<file path="config.mk">
export PLATFORM = sky130hd
export DESIGN_NAME = multi_key_debounce_long_press_core
export DESIGN_NICKNAME = d
export VERILOG_FILES = /design/src/rtl/mkdlp_pkg.sv /design/src/rtl/mkdlp_lane.sv /design/src/rtl/mkdlp_merge.sv /design/src/rtl/multi_key_debounce_long_press_core.sv
export SDC_FILE = /design/constraint.sdc
export NUM_CORES = 1
export LEC_CHECK = 0
export BUFFER_PORTS_ARGS = -buffer_cell sky130_fd_sc_hd__buf_2
export CAP_MARGIN = 10
export CORE_ASPECT_RATIO = 2
export CORE_MARGIN = 3
export CORE_UTILIZATION = 59
export DETAILED_ROUTE_END_ITERATION = 10
export GPL_TIMING_DRIVEN = 0
export PLACE_DENSITY = 0.84
export RECOVER_POWER = 50
export SLEW_MARGIN = 20
export SYNTH_ARGS = -nofsm -noshare
export SYNTH_HDL_FRONTEND = slang
export SYNTH_SLANG_ARGS = --single-unit
</file>
<file path="constraint.sdc">
create_clock -name clk -period 5.17 [get_ports clk]
set_input_delay 0.2585 -clock clk [delete_from_list [all_inputs] [get_ports clk]]
set_output_delay 0.2585 -clock clk [all_outputs]
set_load 0.01 [all_outputs]
</file>
<file path="src/rtl/mkdlp_pkg.sv">
// shared types and constants for the multi-key debounce / long-press core
// no dependencies
`timescale 1ns / 1ps
`default_nettype none

package mkdlp_pkg;

  // default number of keys
  localparam int KEY_COUNT_DEF = 4;

  // field widths
  localparam int TIME_W    = 32;
  localparam int MS_W      = 16;
  localparam int PIN_BITS  = 4;
  localparam int KEY_IDX_W = 8;
  localparam int CFG_IDX_W = 2;
  localparam int CFG_DATA_W = 16;

  // register indexes of the configuration port
  localparam logic [CFG_IDX_W-1:0] CFG_DEBOUNCE = 2'd0;
  localparam logic [CFG_IDX_W-1:0] CFG_LONG     = 2'd1;
  localparam logic [CFG_IDX_W-1:0] CFG_ACTIVE   = 2'd2;

  // register reset values
  localparam logic [MS_W-1:0] DEBOUNCE_RST = 16'd20;
  localparam logic [MS_W-1:0] LONG_RST     = 16'd1000;

  // item operations
  typedef enum logic {
    OP_SCAN = 1'b0,
    OP_GET  = 1'b1
  } op_t;

  // per-key phase
  typedef enum logic [1:0] {
    PH_IDLE     = 2'd0,
    PH_DEBOUNCE = 2'd1,
    PH_PRESSED  = 2'd2,
    PH_LONG     = 2'd3
  } phase_t;

  // latched key event
  typedef enum logic [1:0] {
    EV_NONE  = 2'd0,
    EV_CLICK = 2'd1,
    EV_LONG  = 2'd2
  } event_t;

  // timing limits handed to every lane
  typedef struct packed {
    logic [MS_W-1:0] debounce_ms;
    logic [MS_W-1:0] long_press_ms;
  } timing_t;

  // per-lane command for one accepted word
  typedef struct packed {
    logic scan;   // scan word accepted
    logic clear;  // get word for this key accepted
    logic down;   // sampled level equals the active level
  } lane_cmd_t;

endpackage

`default_nettype wire

</file>
<file path="src/rtl/mkdlp_lane.sv">
// one key lane: phase machine, phase start time and latched event
// depends on mkdlp_pkg
`timescale 1ns / 1ps
`default_nettype none

module mkdlp_lane (
  input  wire logic                          clk,
  input  wire logic                          rst,
  input  wire mkdlp_pkg::timing_t            timing,
  input  wire mkdlp_pkg::lane_cmd_t          cmd,
  input  wire logic [mkdlp_pkg::TIME_W-1:0]  now_ms,
  output mkdlp_pkg::event_t                  pending
);

  mkdlp_pkg::phase_t               phase;
  mkdlp_pkg::phase_t               phase_next;
  logic [mkdlp_pkg::TIME_W-1:0]    phase_start;
  logic [mkdlp_pkg::TIME_W-1:0]    elapsed;
  logic                            deb_over;
  logic                            long_over;
  logic                            start_load;
  logic                            latch_click;
  logic                            latch_long;

  // wrapping elapsed time and strict limit compares
  assign elapsed   = now_ms - phase_start;
  assign deb_over  = elapsed > {{(mkdlp_pkg::TIME_W - mkdlp_pkg::MS_W){1'b0}},
                                timing.debounce_ms};
  assign long_over = elapsed > {{(mkdlp_pkg::TIME_W - mkdlp_pkg::MS_W){1'b0}},
                                timing.long_press_ms};

  // next phase
  always_comb begin
    phase_next = phase;
    if (cmd.scan) begin
      unique case (phase)
        mkdlp_pkg::PH_IDLE: begin
          if (cmd.down) phase_next = mkdlp_pkg::PH_DEBOUNCE;
        end
        mkdlp_pkg::PH_DEBOUNCE: begin
          if (deb_over) begin
            phase_next = cmd.down ? mkdlp_pkg::PH_PRESSED : mkdlp_pkg::PH_IDLE;
          end
        end
        mkdlp_pkg::PH_PRESSED: begin
          if (!cmd.down) phase_next = mkdlp_pkg::PH_IDLE;
          else if (long_over) phase_next = mkdlp_pkg::PH_LONG;
        end
        mkdlp_pkg::PH_LONG: begin
          if (!cmd.down) phase_next = mkdlp_pkg::PH_IDLE;
        end
        default: phase_next = phase;
      endcase
    end
  end

  // start-time load and event latch strobes
  always_comb begin
    start_load  = 1'b0;
    latch_click = 1'b0;
    latch_long  = 1'b0;
    if (cmd.scan) begin
      unique case (phase)
        mkdlp_pkg::PH_IDLE:     start_load  = cmd.down;
        mkdlp_pkg::PH_DEBOUNCE: start_load  = deb_over && cmd.down;
        mkdlp_pkg::PH_PRESSED: begin
          latch_click = !cmd.down;
          latch_long  = cmd.down && long_over;
        end
        default: start_load = 1'b0;
      endcase
    end
  end

  // lane state; a newer event replaces an unread one
  always_ff @(posedge clk) begin
    if (rst) begin
      phase       <= mkdlp_pkg::PH_IDLE;
      phase_start <= '0;
      pending     <= mkdlp_pkg::EV_NONE;
    end else begin
      phase <= phase_next;
      if (start_load) phase_start <= now_ms;
      priority if (latch_click) pending <= mkdlp_pkg::EV_CLICK;
      else if (latch_long)      pending <= mkdlp_pkg::EV_LONG;
      else if (cmd.clear)       pending <= mkdlp_pkg::EV_NONE;
    end
  end

endmodule

`default_nettype wire

</file>
<file path="src/rtl/mkdlp_merge.sv">
// merge stage: picks the addressed lane's event and queues it in a
// two-word output buffer; depends on mkdlp_pkg
`timescale 1ns / 1ps
`default_nettype none

module mkdlp_merge #(
  parameter int KEY_COUNT = mkdlp_pkg::KEY_COUNT_DEF
) (
  input  wire logic                              clk,
  input  wire logic                              rst,
  input  wire logic                              push,
  input  wire logic [mkdlp_pkg::KEY_IDX_W-1:0]   key_index,
  input  wire mkdlp_pkg::event_t                 lane_ev [KEY_COUNT],
  output logic                                   space,
  output logic                                   out_valid,
  input  wire logic                              out_ready,
  output mkdlp_pkg::event_t                      out_ev
);

  localparam int SEL_W = (KEY_COUNT > 1) ? $clog2(KEY_COUNT) : 1;

  logic [1:0]          cnt;
  logic [1:0]          cnt_next;
  mkdlp_pkg::event_t   ev0;
  mkdlp_pkg::event_t   ev0_next;
  mkdlp_pkg::event_t   ev1;
  mkdlp_pkg::event_t   ev1_next;
  mkdlp_pkg::event_t   push_ev;
  logic                in_range;
  logic                pop;

  // select the addressed lane, none when out of range
  assign in_range = {{(32 - mkdlp_pkg::KEY_IDX_W){1'b0}}, key_index} < 32'(KEY_COUNT);
  assign push_ev  = in_range ? lane_ev[key_index[SEL_W-1:0]] : mkdlp_pkg::EV_NONE;

  assign pop       = out_valid && out_ready;
  assign out_valid = (cnt != 2'd0);
  assign space     = (cnt != 2'd2);
  assign out_ev    = ev0;

  // buffer next values
  always_comb begin
    cnt_next = cnt;
    ev0_next = ev0;
    ev1_next = ev1;
    unique case ({push, pop})
      2'b10: begin
        cnt_next = cnt + 2'd1;
        if (cnt == 2'd0) ev0_next = push_ev;
        else             ev1_next = push_ev;
      end
      2'b01: begin
        cnt_next = cnt - 2'd1;
        ev0_next = ev1;
      end
      2'b11: begin
        if (cnt == 2'd1) begin
          ev0_next = push_ev;
        end else begin
          ev0_next = ev1;
          ev1_next = push_ev;
        end
      end
      default: cnt_next = cnt;
    endcase
  end

  // fill count
  always_ff @(posedge clk) begin
    if (rst) cnt <= 2'd0;
    else     cnt <= cnt_next;
  end

  // buffered words
  always_ff @(posedge clk) begin
    ev0 <= ev0_next;
    ev1 <= ev1_next;
  end

endmodule

`default_nettype wire

</file>
<file path="src/rtl/multi_key_debounce_long_press_core.sv">
// top level: configuration registers, KEY_COUNT key lanes and the merge stage
// depends on mkdlp_pkg, mkdlp_lane and mkdlp_merge
// a get word's key_event is registered in the output buffer and shown behind any older results
// throughput: one word per cycle while in_ready is high, scan or get; every lane updates in the scan's cycle
// in_ready drops only while two results wait in the two-word output buffer
// reset: keys idle with no event, registers at 20 ms, 1000 ms, active level 0
`timescale 1ns / 1ps
`default_nettype none

module multi_key_debounce_long_press_core #(
  parameter int KEY_COUNT = mkdlp_pkg::KEY_COUNT_DEF
) (
  input  wire logic                               clk,
  input  wire logic                               rst,
  input  wire logic                               in_valid,
  output logic                                    in_ready,
  input  wire logic                               operation,
  input  wire logic [mkdlp_pkg::TIME_W-1:0]       now_ms,
  input  wire logic [mkdlp_pkg::PIN_BITS-1:0]     pin_levels,
  input  wire logic [mkdlp_pkg::KEY_IDX_W-1:0]    key_index,
  output logic                                    out_valid,
  input  wire logic                               out_ready,
  output logic [1:0]                              key_event,
  input  wire logic                               cfg_valid,
  output logic                                    cfg_ready,
  input  wire logic [mkdlp_pkg::CFG_IDX_W-1:0]    cfg_index,
  input  wire logic [mkdlp_pkg::CFG_DATA_W-1:0]   cfg_data
);

  mkdlp_pkg::timing_t   timing;
  logic                 active_level;
  logic                 in_fire;
  logic                 scan_fire;
  logic                 get_fire;
  mkdlp_pkg::event_t    lane_ev [KEY_COUNT];
  mkdlp_pkg::event_t    out_ev;

  assign cfg_ready = 1'b1;
  assign in_fire   = in_valid && in_ready;
  assign scan_fire = in_fire && (mkdlp_pkg::op_t'(operation) == mkdlp_pkg::OP_SCAN);
  assign get_fire  = in_fire && (mkdlp_pkg::op_t'(operation) == mkdlp_pkg::OP_GET);

  // configuration registers
  always_ff @(posedge clk) begin
    if (rst) begin
      timing.debounce_ms   <= mkdlp_pkg::DEBOUNCE_RST;
      timing.long_press_ms <= mkdlp_pkg::LONG_RST;
      active_level         <= 1'b0;
    end else if (cfg_valid && cfg_ready) begin
      unique case (cfg_index)
        mkdlp_pkg::CFG_DEBOUNCE: timing.debounce_ms   <= cfg_data;
        mkdlp_pkg::CFG_LONG:     timing.long_press_ms <= cfg_data;
        mkdlp_pkg::CFG_ACTIVE:   active_level         <= cfg_data[0];
        default:                 active_level         <= active_level;
      endcase
    end
  end

  // key lanes; keys past the pin word read level 0
  for (genvar i = 0; i < KEY_COUNT; i++) begin : g_lane
    logic                 level;
    mkdlp_pkg::lane_cmd_t cmd;

    if (i < mkdlp_pkg::PIN_BITS) begin : g_pin
      assign level = pin_levels[i];
    end else begin : g_nopin
      assign level = 1'b0;
    end

    assign cmd.scan  = scan_fire;
    assign cmd.clear = get_fire && (key_index == mkdlp_pkg::KEY_IDX_W'(i));
    assign cmd.down  = (level == active_level);

    mkdlp_lane u_lane (
      .clk     (clk),
      .rst     (rst),
      .timing  (timing),
      .cmd     (cmd),
      .now_ms  (now_ms),
      .pending (lane_ev[i])
    );
  end

  // merge the addressed lane into the output buffer
  mkdlp_merge #(
    .KEY_COUNT (KEY_COUNT)
  ) u_merge (
    .clk       (clk),
    .rst       (rst),
    .push      (get_fire),
    .key_index (key_index),
    .lane_ev   (lane_ev),
    .space     (in_ready),
    .out_valid (out_valid),
    .out_ready (out_ready),
    .out_ev    (out_ev)
  );

  assign key_event = out_ev;

endmodule

`default_nettype wire

</file>
==> results.py <==
metrics = {
    "run_status": {
        "status": "finished clean",
    },
    "power_and_ir_drop": {
        "p_per_area_nw_per_um2": 264,
        "p_sw_mw": 2.23,
        "swShare_pct": 42.0,
        "peakVddDrop_mv": 0.309,
        "p_leak_nw": 8.48,
        "pwr-share-clk_pct": 25.4,
        "seqPwrFrac_pct": 29.5,
        "finalPower_mw": 5.31,
        "combinationalPowerShare_pct": 45.1,
        "internal_power_mw": 3.08,
    },
    "synthesis": {
        "yosysWarningCount": 0,
        "netlist_area_sq_um": 18400,
        "synth_ff_type": "dfxtp_1",
        "seq_area_frac_synth_pct": 20.1,
        "synth.top_cells.by_count": "258 x ha_1, 207 x a21oi_1, 202 x inv_1",
        "yosys.area.top_type": "dfxtp_1",
        "synth-seq-cells": 183,
        "yosys-top-cells-area": "dfxtp_1 19%, ha_1 18%, mux2i_1 7.7%, nand2b_1 6.3%, a21oi_1 5.6%",
        "async_flop_share_pct": 0,
        "syn_nets": 2675,
        "synth_top_area_share_pct": 19.4,
        "yosysMostFrequentCell": "ha_1",
        "synth_area_per_cell_sq_um": 7.86,
        "synth_edf_count": 4,
        "ys_types": 89,
        "syn_inst": 2345,
    },
    "grt": {
        "grt_pass1_wl_mm": 101,
        "antenna_found_initial": 2,
        "overflow": 0,
        "first_global_vias": 18200,
        "grt_max_degree": 21,
        "track_usage_pct": 39.7,
    },
    "detailed_routing": {
        "drc": 0,
        "vias": 18400,
        "drtIter0Drc": 1220,
        "drt_pass1_iterations": 6,
        "vias_per_cell": 6.40,
        "wl_per_cell_microns": 23.4,
        "wirelength_mm": 67.2,
        "ant_nets": 0,
    },
    "setup_path": {
        "path_max_fanout": 10,
        "cp.arrival_ns": 5.38,
        "crit_chain": "inv_1 > ha_1 > nor2b_1 > o31a_1 > o21ai_1 > nand2b_1 > a31oi_1 > o21ai_1 > xor2_1 > ha_1 > nand4_1 > nor2_1 > nand2_1 > or3_1 > o21ai_2 > nand4_1 > nor3_4 > or3_1 > buf_4 > buf_4 > mux2i_1",
        "path_class": "reg -> reg",
        "rrSetupSlack_ns": 0.18,
        "r2r_cells": 21,
        "critPathLaunchType": "flip-flop",
        "crit_required_ns": 5.56,
        "critPathMaxStageDelay_ns": 0.40,
        "crit_slowest_cell": "or3_1",
        "reg2reg_from": "g_lane[2].u_lane.phase_start[2]",
        "endpoint_kind": "flip-flop",
        "worstSetupStartpoint": "g_lane[2].u_lane.phase_start[2]",
        "r2r_end": "g_lane[2].u_lane.phase_start[14]",
        "cp-endpoint": "g_lane[2].u_lane.phase_start[14]",
    },
    "clock_tree": {
        "cts_tree": "done",
        "cts.clk_slew.worst_paths_ns": 0.09,
        "cts_root_buffer": "clkbuf_16",
        "cts-buffers-inserted": 17,
        "clock_path_buffers": 2,
        "clk_latency_ns": 0.47,
        "htree_levels": 4,
        "holdBufCountCts": 0,
        "cts_sinks": 183,
    },
    "timing": {
        "slew_viol_final": 0,
        "max_freq_ghz": 0.201,
        "max_slew.worst_pin.slew_ns": 1.06,
        "relSlewSlack_pct": 29.5,
        "fin_skew_ns": 0.0173,
        "fin_crit_ns": 4.99,
        "hold_viol": 0,
        "rsz0062_at_grt": "yes",
        "finalSetupViolCount": 0,
        "period_share_pct": 96.4,
        "timing.hold.ws_ns": 0.0220,
    },
    "cells_and_area": {
        "design_area_sq_um": 20100,
        "stdcell_count": 2867,
        "regArea_sq_um": 3710,
        "fill_cells": 2690,
        "drive_above_1_share_pct": 7.14,
        "syn2layout_area_growth_pct": 8.99,
        "multi_input_area_sq_um": 13600,
        "utilization_pct": 65.8,
        "layout.nets": 2769,
    },
    "flow_run": {
        "timing.max_cap.violations": 0,
    },
    "placed_design": {
        "port_buffers": 69,
        "place_area_sq_um": 19300,
        "gp_congestion": 1.03,
        "dp_hpwl_mm": 54.1,
        "place_inst": 2828,
    },
    "min_path": {
        "hold_path.class": "in -> reg",
    },
    "die": {
        "die_y_microns": 256,
        "num_io_pins": 73,
        "die_area_sq_um": 33500,
        "dieWidth_microns": 131,
        "start_util_pct": 60.4,
        "core-area_sq_um": 30500,
        "rows": 90,
    },
}
worst min path at each step:
stage                 from    endpoint  slack, ns  cells past startpoint
5_1_grt        cfg_data[4]  timing[20]       0.01                      2
3_3_place_gp     timing[2]   timing[2]       0.44                      2
4_1_cts        cfg_data[4]  timing[20]       0.01                      2
6_report       cfg_data[4]  timing[20]       0.02                      2
3_5_place_dp    timing[24]  timing[24]       0.45                      2
2_1_floorplan  cfg_data[2]  timing[18]       0.38                      1
through the flow:
step	setup TNS, ns	setup slack, ns
2_1_floorplan	0	0.948
5_1_grt	-1.75	-0.0925
3_3_place_gp	-16.24	-0.642
6_report	0	0.184
4_1_cts	0	0.0132
3_5_place_dp	-22.76	-0.691
critical path: cells and delay by family (launching register included):
family / cells / cell delay, ns
DFF: 1 / 0.34
AOI/OAI and AO/OA: 5 / 1.10
adders and majority gates: 2 / 0.66
buffers and inverters: 3 / 0.59
xor gates and xnor gates: 1 / 0.19
muxes: 1 / 0.22
and+or+nand+nor: 9 / 1.78
placed cells by master, fill, tap and decap left out, drive strengths merged, types with 9 or more instances in the layout:
master,n
ha,258
inv,208
a21oi,207
nand2,194
nand2b,186
dfxtp,179
mux2i,141
nor2,104
o21ai,99
clkbuf,94
buf,88
a21o,70
nand4,61
nand3,49
nor3,47
xnor2,44
xor2,42
o21a,35
nor2b,27
o211ai,27
a31oi,25
and3,17
or3,15
o21bai,15
nor4,15
and2,14
a211oi,13
nand3b,12
or2,10
a2111oi,9
clkinv,9
layer usage:
layer / part of all wire, % / global-route usage, % / wire, microns / up-vias
li1: - / - / - / 8617
met1: 33 / 38.1 / 22000 / 8515
met2: 47 / 65.4 / 31500 / 804
met3: 6.3 / 9.17 / 4210 / 425
met4: 14 / 40.4 / 9450 / 2
met5: 0.030 / 0 / 20 / -
logic make-up after synthesis:
group,after synthesis,share of synthesized area [%]
xor gates and xnor gates,86,4.09
AOI/OAI and AO/OA,600,21.0
and+or+nand+nor,775,22.2
other,1,0.0204
adders and majority gates,262,18.0
muxes,146,8.09
DFF,183,20.1
buffers and inverters,292,6.51
sequential cells by signal, indices dropped and copies added (netlist names):
register,count
timing,32
u_merge.out_ev,2
g_lane.u_lane.phase,8
g_lane.u_lane.pending,8
active_level,1
u_merge.cnt,2
u_merge.ev1,2
g_lane.u_lane.phase_start,128
layout make-up:
type                    instances  share of cell area (%)
clock buffers                  17                    2.12
diodes                          1                  0.0125
repair buffers                 75                    1.95
inverters                     202                    3.78
plain buffers                  90                    2.24
flip-flops and latches        183                    18.5
well taps                     414                    2.58
multi-input cells            1870                    68.0
clock inverters                15                   0.903
what timing repair did:
action,in CTS,in global routing
pin swaps,2,5
setup buffers,2,3
setup endpoints to repair,61,133
hold endpoints to repair,0,0
resized for setup,5,32
gates cloned,0,1
power by group through the flow:
| stage | sequential (mW) | clock (mW) | combinational, mW |
|---|---|---|---|
| after global routing | 1.57 | 1.41 | 2.62 |
| after global placement | 1.59 | 0 | 2.18 |
| after detailed placement | 1.59 | 0 | 2.26 |
| after floorplan | 1.58 | 0 | 1.64 |
| final | 1.56 | 1.35 | 2.40 |
| after CTS | 1.56 | 1.36 | 2.29 |
Note: power is estimated with default switching activity, not from simulation.
